### src/design/tcs_pkg.sv
// Shared types and constants of the text console scrollback unit.
// Used by the front end, the back end and the top level; depends on nothing.
`timescale 1ns / 1ps
`default_nettype none

package tcs_pkg;

  // Action codes on the input port.
  typedef enum logic [1:0] {
    ACT_PUT   = 2'd0,
    ACT_ERASE = 2'd1,
    ACT_CLEAR = 2'd2,
    ACT_READ  = 2'd3
  } action_e;

  // Operations after the front end has classified a word.
  typedef enum logic [2:0] {
    OP_PRINT   = 3'd0,
    OP_NEWLINE = 3'd1,
    OP_TAB     = 3'd2,
    OP_BKSP    = 3'd3,
    OP_ERASE   = 3'd4,
    OP_CLEAR   = 3'd5,
    OP_READ    = 3'd6
  } op_e;

  // One queued command.
  typedef struct packed {
    op_e         op;
    logic [15:0] char_cell;
    logic [4:0]  view_row;
    logic [6:0]  view_col;
    logic        view_ok;
  } cmd_t;

  localparam logic [7:0]  CH_NEWLINE  = 8'h0A;
  localparam logic [7:0]  CH_TAB      = 8'h09;
  localparam logic [7:0]  CH_BKSP     = 8'h08;
  localparam logic [15:0] BLANK_RESET = 16'h0F00;

endpackage

`default_nettype wire

### src/design/tcs_front.sv
// Front end: accepts input words, classifies them into commands and holds
// them in a two-entry queue for the back end. Depends on tcs_pkg.
`timescale 1ns / 1ps
`default_nettype none

module tcs_front #(
  parameter int COLUMNS      = 80,
  parameter int VISIBLE_ROWS = 25
) (
  input  wire logic             clk_i,
  input  wire logic             rst_ni,
  input  wire logic             start_i,
  input  wire logic [1:0]       action_i,
  input  wire logic [15:0]      char_cell_i,
  input  wire logic [4:0]       view_row_i,
  input  wire logic [6:0]       view_col_i,
  output logic                  busy_o,
  output logic                  cmd_valid_o,
  output tcs_pkg::cmd_t         cmd_o,
  input  wire logic             cmd_pop_i
);

  localparam int QDEPTH = 2;
  localparam int QAW    = $clog2(QDEPTH);
  localparam int QCW    = $clog2(QDEPTH + 1);

  tcs_pkg::cmd_t  q_mem_q [QDEPTH];
  tcs_pkg::cmd_t  cmd_new;
  logic [QAW-1:0] wr_ptr_q, wr_ptr_d;
  logic [QAW-1:0] rd_ptr_q, rd_ptr_d;
  logic [QCW-1:0] count_q, count_d;
  logic           push;
  logic           pop;

  always_comb begin
    cmd_new.char_cell = char_cell_i;
    cmd_new.view_row  = view_row_i;
    cmd_new.view_col  = view_col_i;
    cmd_new.view_ok   = (32'(view_row_i) < VISIBLE_ROWS) && (32'(view_col_i) < COLUMNS);
    case (tcs_pkg::action_e'(action_i))
      tcs_pkg::ACT_PUT: begin
        case (char_cell_i[7:0])
          tcs_pkg::CH_NEWLINE: cmd_new.op = tcs_pkg::OP_NEWLINE;
          tcs_pkg::CH_TAB:     cmd_new.op = tcs_pkg::OP_TAB;
          tcs_pkg::CH_BKSP:    cmd_new.op = tcs_pkg::OP_BKSP;
          default:             cmd_new.op = tcs_pkg::OP_PRINT;
        endcase
      end
      tcs_pkg::ACT_ERASE: cmd_new.op = tcs_pkg::OP_ERASE;
      tcs_pkg::ACT_CLEAR: cmd_new.op = tcs_pkg::OP_CLEAR;
      tcs_pkg::ACT_READ:  cmd_new.op = tcs_pkg::OP_READ;
      default:            cmd_new.op = tcs_pkg::OP_READ;
    endcase
  end

  assign busy_o      = (count_q == QCW'(QDEPTH));
  assign cmd_valid_o = (count_q != '0);
  assign push        = start_i && !busy_o;
  assign pop         = cmd_pop_i && cmd_valid_o;
  assign cmd_o       = q_mem_q[rd_ptr_q];

  // The queue depth is a power of two, so the pointers wrap on their own.
  assign wr_ptr_d = push ? wr_ptr_q + QAW'(1) : wr_ptr_q;
  assign rd_ptr_d = pop  ? rd_ptr_q + QAW'(1) : rd_ptr_q;
  assign count_d  = count_q + QCW'(push) - QCW'(pop);

  always_ff @(posedge clk_i or negedge rst_ni) begin
    if (!rst_ni) begin
      wr_ptr_q <= '0;
      rd_ptr_q <= '0;
      count_q  <= '0;
    end else begin
      wr_ptr_q <= wr_ptr_d;
      rd_ptr_q <= rd_ptr_d;
      count_q  <= count_d;
    end
  end

  always_ff @(posedge clk_i) begin
    if (push) begin
      q_mem_q[wr_ptr_q] <= cmd_new;
    end
  end

endmodule

`default_nettype wire

### config.mk
export PLATFORM = sky130hd
export DESIGN_NAME = tcs_front
export DESIGN_NICKNAME = d
export VERILOG_FILES = /design/src/design/tcs_pkg.sv /design/src/design/tcs_front.sv
export SDC_FILE = /design/constraint.sdc
export NUM_CORES = 1
export LEC_CHECK = 0
export BUFFER_PORTS_ARGS = -buffer_cell sky130_fd_sc_hd__buf_4
export CORE_AREA = 2 2 99 101
export CTS_CLUSTER_SIZE = 16
export DETAILED_ROUTE_END_ITERATION = 8
export DIE_AREA = 0 0 101 103
export SETUP_SLACK_MARGIN = 0.4
export SYNTH_ARGS = -nofsm -noshare
export SYNTH_HDL_FRONTEND = slang
export SYNTH_SLANG_ARGS = --single-unit
### constraint.sdc
create_clock -name clk_i -period 2.8 [get_ports clk_i]
set_input_delay 0.56 -clock clk_i [delete_from_list [all_inputs] [get_ports clk_i]]
set_output_delay 0.56 -clock clk_i [all_outputs]
set_load 0.01 [all_outputs]
==> metrics.md, run 1 <==
| Metric | Value |
|---|---|
| Yosys top cell area share | 0.710 |
| Maxcap violations | 0 |
| Slowest CP cell | dfrtp_4 |
| Top-level port count | 68 |
| Synth-to-Final Area Change | 30.4% |
| Reg area | 0.00203 sq mm |
| Number of remaining DRC errors | 0 |
| Vias in the first global route | 1,348 |
| Setup crit end kind | primary output |
| FF+latch count, synth | 68 |
| Critical Path AT | roughly 1.7 ns |
| Cells along the critical path | buf_12 > mux2_2 > buf_4 |
| Htree depth | 3 |
| Ranking of synthesized cells by area | edfxtp_1, mux2_4, dfrtp_1 |
| Flop2flop setup slack | 1.10 ns |
| Syn Nets | 165 |
| CTS root buffer | clkbuf_8 |
| Setup_tns | 0 ns |
| Port buffer count | 67 |
| Final worst-path cycle share | 0.804 |
| Power per standard cell area | just under 1000 mW/mm^2 |
| Cells after Synth | 129 |
| Crit path largest cell delay | 0.63 ns |
| Fill cells | between 900 and 1,000 |
| Gr usage total | 0.0888 |
| Outcome | completed |
| Tmin final | 2.25 ns |
| Site Rows | 36 |
| WL/cell | about 14 um |
| Drt via density | 4.11 |
| Clk_skew | 0.00776 ns |
| Final nets | 242 |
| Lkg Pwr | 1.40 nW |
| Final Hold Viols | 0 |
| Max Fclk | 444 MHz |
| Max rail drop VDD | ~730 uV |
| Drt pass-1 iters | 4 |
| Worst-margin pin slew | around 0.82 ns |
| Worst min-delay path category | in -> reg |
| CP Launch Type | flop |
| Die area | 0.0104 sq mm |
| Largest net degree at the start of global routing | 33 |
| Deepest clock path buffer count | 2 |
| Final setup violation count | 0 |
| Required time of the critical path | 2.24 ns |
| Setup Fix Bufs, Post-CTS | 0 |
| Post-synthesis cell area | 0.00271 sq mm |
| Routed WL | 4.39 mm |
| Worst skew pair latency | 0.32 ns |
| Syn. warnings | 0 |
| TritonCTS clock tree | built |
| Buf/Inv on CP | 2 |
| First-pass GRT wire length | about 6.6 mm |
| Starting density of the core | 0.286 |
| Largest area contributor in the netlist | edfxtp_1 |
| DRT iter0 DRCs | 29 |
| Syn_area_per_cell | 21.0 sq um |
| Fraction of layout instances using a drive strength above 1 | 0.564 |
| Clock transition at path regs | 0.07 ns |
| Footprint of the multi-input gates | 642 sq um |
| Routed Antenna Nets | 0 |
| WS Path Type | reg -> out |
| Core area | 0.00946 sq mm |
| Via count | 1,336 |
| Fin util | 0.373 |
| Final Slew Violations | 0 |
| GPL Wtd Cong | between 0.6 and 0.7 |
| Initial antenna violation count | 0 |
| Unique masters post-synth | 23 |
| Crit path max fanout | 18 |
| Crit-path leading delay family | flip-flops |
| Slew margin rel. | 0.455 |
| Dpl hpwl | 3.01 mm |
| Grt total ovfl | 0 |
| Post-synthesis sequential area ratio | 0.747 |
| Num CTS Buffers | 9 |
| Chip height | 103 um |
| Sink Count | 68 |
| RSZ-0062 raised after global routing | false |
| # diodes | 0 |
| Die W | just over 100 um |
==> cell families after synthesis <==
group	synth area share
and+or+nand+nor	0.0277
buffers and inverters	0.0194
muxes	0.173
DFF	0.747
xor gates and xnor gates	0.0129
adders and majority gates	0.00924
AOI/OAI and AO/OA	0.0106
==> path summary, 6_finish.rpt <==
| check | from | endpoint | cells after the start |
|---|---|---|---|
| setup / recovery | rd_ptr_q | cmd_o[0] | 3 |
| hold / removal | char_cell_i[14] | q_mem_q[1][27] | 1 |
| setup reg to reg | count_q[1] | count_q[1] | 7 |
| hold reg to reg | count_q[0] | count_q[0] | 1 |
| max in group asynchronous | rst_ni | rd_ptr_q | 2 |
| min in group asynchronous | rst_ni | rd_ptr_q | 2 |
==> flip-flops by register name, summed over array words and instances, names as in the netlist <==
register,cells
count_q,2
q_mem_q,64
rd_ptr_q,1
wr_ptr_q,1
==> placed cells by master (no fill, tap or decap), drive strengths merged <==
cell	count
a21oi	1
a32o	1
and2	2
and3	1
buf	69
clkbuf	14
clkinv	2
dfrtp	4
dlygate4sd3	1
edfxtp	64
ha	2
inv	2
mux2	32
nand2	1
nand2b	1
nor2	4
nor3	1
nor4b	1
o21ai	1
o311ai	1
or2	2
xnor2	3
xor2	1
==> power breakdown <==
group / switching, mW / internal [mW]
clock: 0.316 / 0.368
combinational: 0.513 / 0.724
sequential: 0.131 / 1.40
==> cell usage after synthesis (all sizes together) <==
library cell / n
a21oi: 1
a32o: 1
and2: 2
and3: 1
buf: 4
dfrtp: 4
edfxtp: 64
ha: 2
inv: 2
mux2: 32
nand2: 1
nand2b: 1
nor2: 4
nor3: 1
nor4b: 1
o21ai: 1
o311ai: 1
or2: 2
xnor2: 3
xor2: 1
==> timing repair <==
| action | in CTS | in global routing |
|---|---|---|
| resized for setup | 1 | 0 |
| setup endpoints to repair | 1 | 0 |
| hold endpoints to repair | 4 | 0 |
| hold buffers | 1 | 0 |
==> metal layers <==
| layer | routed length (um) | part of all wire | track usage | vias to the layer above |
|---|---|---|---|---|
| met5 | 0 | 0 | 0 | - |
| met4 | 75 | 0.017 | 0.0468 | 0 |
| met3 | 309 | 0.070 | 0.0434 | 6 |
| met2 | 2210 | 0.50 | 0.144 | 37 |
| met1 | 1800 | 0.41 | 0.0965 | 643 |
| li1 | - | - | - | 650 |
==> final cells by class <==
cell class	count	share of cell area
timing repair buffer	70	0.153
clock inverter	2	0.00283
tap	114	0.0404
multi-input combinational	55	0.182
clock buffer	14	0.0461
inverter	2	0.00213
sequential	68	0.574
==> stage by stage <==
step	cells	instance area, sq um	hold WS, ns	power (mW)	worst slack (ns)
CTS	325	3530	0.389	3.53	0.502
detailed placement	308	3350	0.361	2.82	0.772
global route	325	3530	0.386	3.66	0.470
global placement	308	3350	0.359	2.82	0.760
floorplan	129	2710	0.264	2.33	0.896
finish	325	3530	0.417	3.46	0.550
No activity file was read; power rests on OpenSTA's default activity.
==> run 2: changes to the inputs <==
==> constraint.sdc (replaced) <==
create_clock -name clk_i -period 2.3 [get_ports clk_i]
set_input_delay 0.46 -clock clk_i [delete_from_list [all_inputs] [get_ports clk_i]]
set_output_delay 0.46 -clock clk_i [all_outputs]
set_load 0.01 [all_outputs]
==> run 2 against run 1 <==
Against the previous run: via count is 2.1% higher; setup slack got worse by 0.15 ns; wire length increased by 5.2%; sequential power rose by 16%; highest routed layer unchanged; combinational power up 33%; clock skew is 0.0024 ns lower; critical path depth unchanged; critical endpoint unchanged.
==> metrics.md, run 2 (same netlist as run 1, synthesis figures left out) <==
| Metric | Value |
|---|---|
| Outcome | completed |
| Largest net degree at the start of global routing | 33 (unchanged) |
| Power per standard cell area | 1190 mW/mm^2 (+21%) |
| Number of remaining DRC errors | 0 (unchanged) |
| Worst Setup SP | rd_ptr_q |
| Deepest clock path buffer count | 2 (unchanged) |
| R2R Path Start | count_q[1] |
| Commonest non-fill, non-tap cell in the layout | buf_4 |
| Lkg Pwr | 1.40 nW (+0.39%) |
| Fraction of layout instances using a drive strength above 1 | 0.561 (-0.00266) |
| Final design area excluding fillers | 0.00354 sq mm (+0.39%) |
| Max rail drop VDD | 927 uV (+28%) |
| Crit-path leading delay family | flip-flops |
| Cells along the critical path | buf_12 > mux2_2 > buf_4 |
| Final setup violation count | 0 (unchanged) |
| Largest regs | q_mem_q: 64 flops, count_q: 2 flops |
| TritonCTS clock tree | built |
| Placed cell area | 0.00336 sq mm (+0.45%) |
| Worst min-delay path category | in -> reg |
| Core area | 0.00946 sq mm (unchanged) |
| Slowest CP cell | dfrtp_2 |
| Die W | 101 um (unchanged) |
| CTS root buffer | clkbuf_8 |
| Worst skew pair latency | 0.33 ns (about the same) |
| Clk_skew | 0.00532 ns (-0.00245 ns) |
| Vias in the first global route | 1,377 (+2.2%) |
| Crit path largest cell delay | 0.41 ns (-0.22 ns) |
| Sink Count | 68 (unchanged) |
| Routed Antenna Nets | 0 (unchanged) |
| Drt via density | 4.18 (+1.8%) |
| Setup crit end kind | primary output |
| Setup WS post-layout | 0.404 ns (-0.145 ns) |
| Final worst-path cycle share | 0.824 |
| Site Rows | 36 (unchanged) |
| Drt pass-1 iters | 3 (-1) |
| Slew margin rel. | 0.658 (+0.203) |
| RSZ-0062 raised after global routing | true |
| Initial antenna violation count | 0 (unchanged) |
| Required time of the critical path | 1.84 ns (-0.40 ns) |
| # diodes | 0 (unchanged) |
| Max Fclk | 528 MHz |
| Gr usage total | 0.0965 (+0.00776) |
| GPL Wtd Cong | 0.605 (-11%) |
| Worst-margin pin slew | 0.506 ns (-0.312 ns) |
| Synth-to-Final Area Change | 30.9% |
| Port buffer count | 67 (unchanged) |
| Crit path max fanout | 18 (unchanged) |
| Final Slew Violations | 0 (unchanged) |
| Most flops, register | q_mem_q |
| WL/cell | 14.2 um (+4.8%) |
| Final Hold Viols | 0 (unchanged) |
| Starting density of the core | 0.286 (unchanged) |
| Hold Startpoint | char_cell_i[8] |
| Die area | 0.0104 sq mm (unchanged) |
| Tmin final | 1.90 ns |
| Num CTS Buffers | 9 (unchanged) |
| Commonest non-fill, non-tap cells in the layout | buf_4, edfxtp_1, mux2_4 |
| Pre-CTS setup slack | 0.601 ns (-0.171 ns) |
| Dpl hpwl | 3.10 mm (+3.2%) |
| Total power | 4.21 mW (+22%) |
| Via count | 1,364 (+2.1%) |
| Grt total ovfl | 0 (unchanged) |
| WS Path Type | reg -> out |
| First-pass GRT wire length | 7.08 mm (+6.8%) |
| Max reg flops | 64 (unchanged) |
| Clock transition at path regs | 0.07 ns (about the same) |
| Chip height | 103 um (unchanged) |
| Top-level port count | 68 (unchanged) |
| DRT iter0 DRCs | 31 (+6.9%) |
| Maxcap violations | 0 (unchanged) |
| Setup_tns | 0 ns (unchanged) |
| CP Launch Type | flop |
| Critical Path AT | 1.44 ns (-0.25 ns) |
| Routed WL | 4.62 mm (+5.2%) |
| Htree depth | 3 (unchanged) |
| Buf/Inv on CP | 2 (unchanged) |
| Final nets | 244 (+0.83%) |
==> run 2: changes by cell type in the layout (fill, tap and decap cells not counted) <==
cell	change
dfrtp_4	-1
clkinv_1	+2
clkbuf_8	-2
buf_12	+2
dfrtp_2	+1
clkbuf_1	-1
==> run 2: per-layer routing <==
metal,routed length [um],track usage
met2,2330,0.152
met1,1870,0.105
met3,352,0.0556
met5,0,0
met4,74,0.0468
==> run 2: cell type report <==
| cell class | count | area, sq um |
|---|---|---|
| Clock inverter | 4 | 17.5 |
| Fill cell | 923 | 5910 |
| Timing Repair Buffer | 72 | 581 |
| Multi-Input combinational cell | 55 | 642 |
| Sequential cell | 68 | 2020 |
| Inverter | 2 | 7.51 |
| Clock buffer | 11 | 131 |
| Tap cell | 114 | 143 |
==> run 2: worst paths after layout <==
check,depth (start not counted),slack (ns),end
min in group asynchronous,2,0.45,count_q[1]
hold / removal,1,0.31,q_mem_q[0][21]
max in group asynchronous,2,1.73,rd_ptr_q
hold reg to reg,1,0.53,count_q[0]
setup / recovery,3,0.40,cmd_o[0]
setup reg to reg,7,0.61,count_q[1]
==> run 2: through the flow <==
| step | instances | utilization | hold WS (ns) |
|---|---|---|---|
| after floorplan | 129 | - | 0.164 |
| after detailed placement | 310 | 0.355 | 0.261 |
| after global placement | 310 | 0.355 | 0.259 |
| after CTS | 326 | 0.375 | 0.285 |
| final | 326 | 0.375 | 0.309 |
| after global routing | 326 | 0.375 | 0.278 |
==> run 2: where the power goes <==
group          switching [mW]  internal [mW]  leakage (nW)
clock                   0.394          0.374        0.0780
combinational           0.712          0.939         0.686
sequential             0.0915           1.70         0.640
==> run 2: timing repair <==
item	in CTS	in global routing
setup buffers	0	0
endpoints found under the hold margin	4	0
hold buffers	1	0
endpoints found under the setup margin	32	31
resized for setup	6	0
==> run 3: changes to the inputs <==
==> constraint.sdc (replaced) <==
create_clock -name clk_i -period 1.72 [get_ports clk_i]
set_input_delay 0.344 -clock clk_i [delete_from_list [all_inputs] [get_ports clk_i]]
set_output_delay 0.344 -clock clk_i [all_outputs]
set_load 0.01 [all_outputs]
==> run 3 against run 2 <==
Against the previous run: critical path type unchanged; via count up 7.8%; combinational power increased by 93%; first-iteration DRC count up 3.2%; critical path depth unchanged; non-clock buffer count is 17 higher; the flow now finishes with violations (negative setup slack); die area unchanged; total power grew 58%.
==> metrics.md, run 3 (same netlist as run 1, synthesis figures left out) <==
| Metric | Value |
|---|---|
| Outcome | finished with violations |
| Final worst-path cycle share | 1.02 |
| Slew margin rel. | 0.616 (-0.0415) |
| Critical Path AT | 1.41 ns (-0.03 ns) |
| Initial antenna violation count | 0 (unchanged) |
| Core area | 0.00946 sq mm (unchanged) |
| Drt via density | 4.27 (+2.1%) |
| Failing checks | negative setup slack |
| Routed WL | 5.25 mm (+14%) |
| Starting density of the core | 0.286 (unchanged) |
| Port buffer count | 67 (unchanged) |
| Tmin final | 1.75 ns |
| Pre-CTS setup slack | 0.0846 ns (-0.517 ns) |
| Grt peak-use layer | met2 |
| Chip height | 103 um (unchanged) |
| CTS root buffer | clkbuf_8 |
| Fraction of layout instances using a drive strength above 1 | 0.622 (+0.0604) |
| Max Fclk | 571 MHz |
| Worst-margin pin slew | 0.567 ns (+0.0614 ns) |
| Dpl hpwl | 3.04 mm (-1.9%) |
| Total power | 6.64 mW (+58%) |
| Htree depth | 3 (unchanged) |
| Grt total ovfl | 0 (unchanged) |
| GPL Wtd Cong | 0.666 (+10%) |
| Die area | 0.0104 sq mm (unchanged) |
| Maxcap violations | 0 (unchanged) |
| WL/cell | 15.3 um (+7.7%) |
| Commonest non-fill, non-tap cells in the layout | edfxtp_1, buf_4, mux2_4 |
| Lkg Pwr | 1.59 nW (+13%) |
| Deepest clock path buffer count | 2 (unchanged) |
| Via count | 1,470 (+7.8%) |
| GR Util met3 | 0.0278 (-0.0278) |
| Top-level port count | 68 (unchanged) |
| Max reg flops | 64 (unchanged) |
| Largest net degree at the start of global routing | 33 (unchanged) |
| Gr usage total | 0.0961 (-0.000442) |
| Die W | 101 um (unchanged) |
| Power per standard cell area | 1660 mW/mm^2 (+40%) |
| Synth-to-Final Area Change | 47.8% |
| Final Hold Viols | 0 (unchanged) |
| Sink Count | 68 (unchanged) |
| Met1 Track Usage GR | 0.109 (+0.00337) |
| Clock transition at path regs | 0.07 ns (about the same) |
| Setup crit end kind | primary output |
| Final setup violation count | 27 (+27) |
| Drt pass-1 iters | 4 (+1) |
| Setup WS post-layout | -0.0316 ns (-0.436 ns) |
| Required time of the critical path | 1.38 ns (-0.46 ns) |
| Worst skew pair latency | 0.34 ns (about the same) |
| Vias in the first global route | 1,393 (+1.2%) |
| Routed Antenna Nets | 0 (unchanged) |
| Max rail drop VDD | 869 uV (-6.3%) |
| Clk_skew | 0.00601 ns (+0.000691 ns) |
| Worst min-delay path category | in -> reg |
| Final Slew Violations | 0 (unchanged) |
| Commonest non-fill, non-tap cell in the layout | edfxtp_1 |
| # diodes | 0 (unchanged) |
| Final nets | 261 (+7.0%) |
| Fill cells | 870 (-5.7%) |
| Crit path max fanout | 10 (-8) |
| Site Rows | 36 (unchanged) |
| Num CTS Buffers | 9 (unchanged) |
| Met2 Track Usage GR | 0.150 (-0.00154) |
| RSZ-0062 raised after global routing | true |
| CP Launch Type | flop |
| First-pass GRT wire length | 7.00 mm (-1.1%) |
| Largest regs | q_mem_q: 64 flops, count_q: 2 flops |
| DRT iter0 DRCs | 32 (+3.2%) |
| Most flops, register | q_mem_q |
| Number of remaining DRC errors | 0 (unchanged) |
| WS Path Type | reg -> out |
| TritonCTS clock tree | built |
==> run 3: path summary, 6_finish.rpt <==
check	from	endpoint	slack [ns]	cells after the start
setup / recovery	rd_ptr_q	cmd_o[31]	-0.03	3
hold reg to reg	wr_ptr_q	wr_ptr_q	0.56	1
setup reg to reg	count_q[0]	count_q[1]	0.09	7
min in group asynchronous	rst_ni	count_q[1]	0.32	2
hold / removal	view_col_i[0]	q_mem_q[1][1]	0.18	1
max in group asynchronous	rst_ni	rd_ptr_q	1.28	2
==> run 3: timing repair <==
| action | CTS | global route |
|---|---|---|
| pin swaps | 5 | 0 |
| gates resized for setup | 41 | 6 |
| hold buffers | 1 | 0 |
| buffers inserted | 6 | 3 |
| hold endpoints to repair | 4 | 0 |
| endpoints found under the setup margin | 68 | 100 |
| gates cloned | 1 | 6 |
==> run 3: metal layers <==
metal | vias up | share of wire
met1 | 722 | 0.40
met4 | 0 | 0.031
li1 | 695 | -
met3 | 13 | 0.050
met2 | 40 | 0.52
met5 | - | 0
==> run 3: cell type report <==
cell class                 count  area [sq um]  area share
inverter                       2          10.0     0.00250
timing repair buffer          89           956       0.239
clock buffer                  12           135      0.0338
clock inverter                 4          16.3     0.00406
tap                          114           143      0.0356
sequential                    68          2020       0.505
multi-input combinational     55           719       0.180
==> run 3: stage by stage <==
step	area, sq um	setup TNS (ns)	utilization	std cells	hold slack, ns
finish	4000	-0.629	0.423	344	0.185
global route	4000	-2.36	0.423	344	0.164
CTS	3810	-1.73	0.403	335	0.163
detailed placement	3400	0	0.360	311	0.146
global placement	3400	0	0.360	311	0.146
floorplan	2740	0	-	129	0.0484
==> run 3: worst max-delay path, cell delays in order, from the launching register on <==
cell     delay (ns)
dfrtp_2        0.39
buf_6          0.19
mux2_2         0.35
buf_4          0.14
==> run 3: power breakdown <==
part / leakage, nW / switching (mW) / total, mW / internal [mW]
clock network: 0.0769 / 0.554 / 1.06 / 0.507
logic: 0.876 / 1.22 / 3.19 / 1.97
registers: 0.640 / 0.119 / 2.39 / 2.27
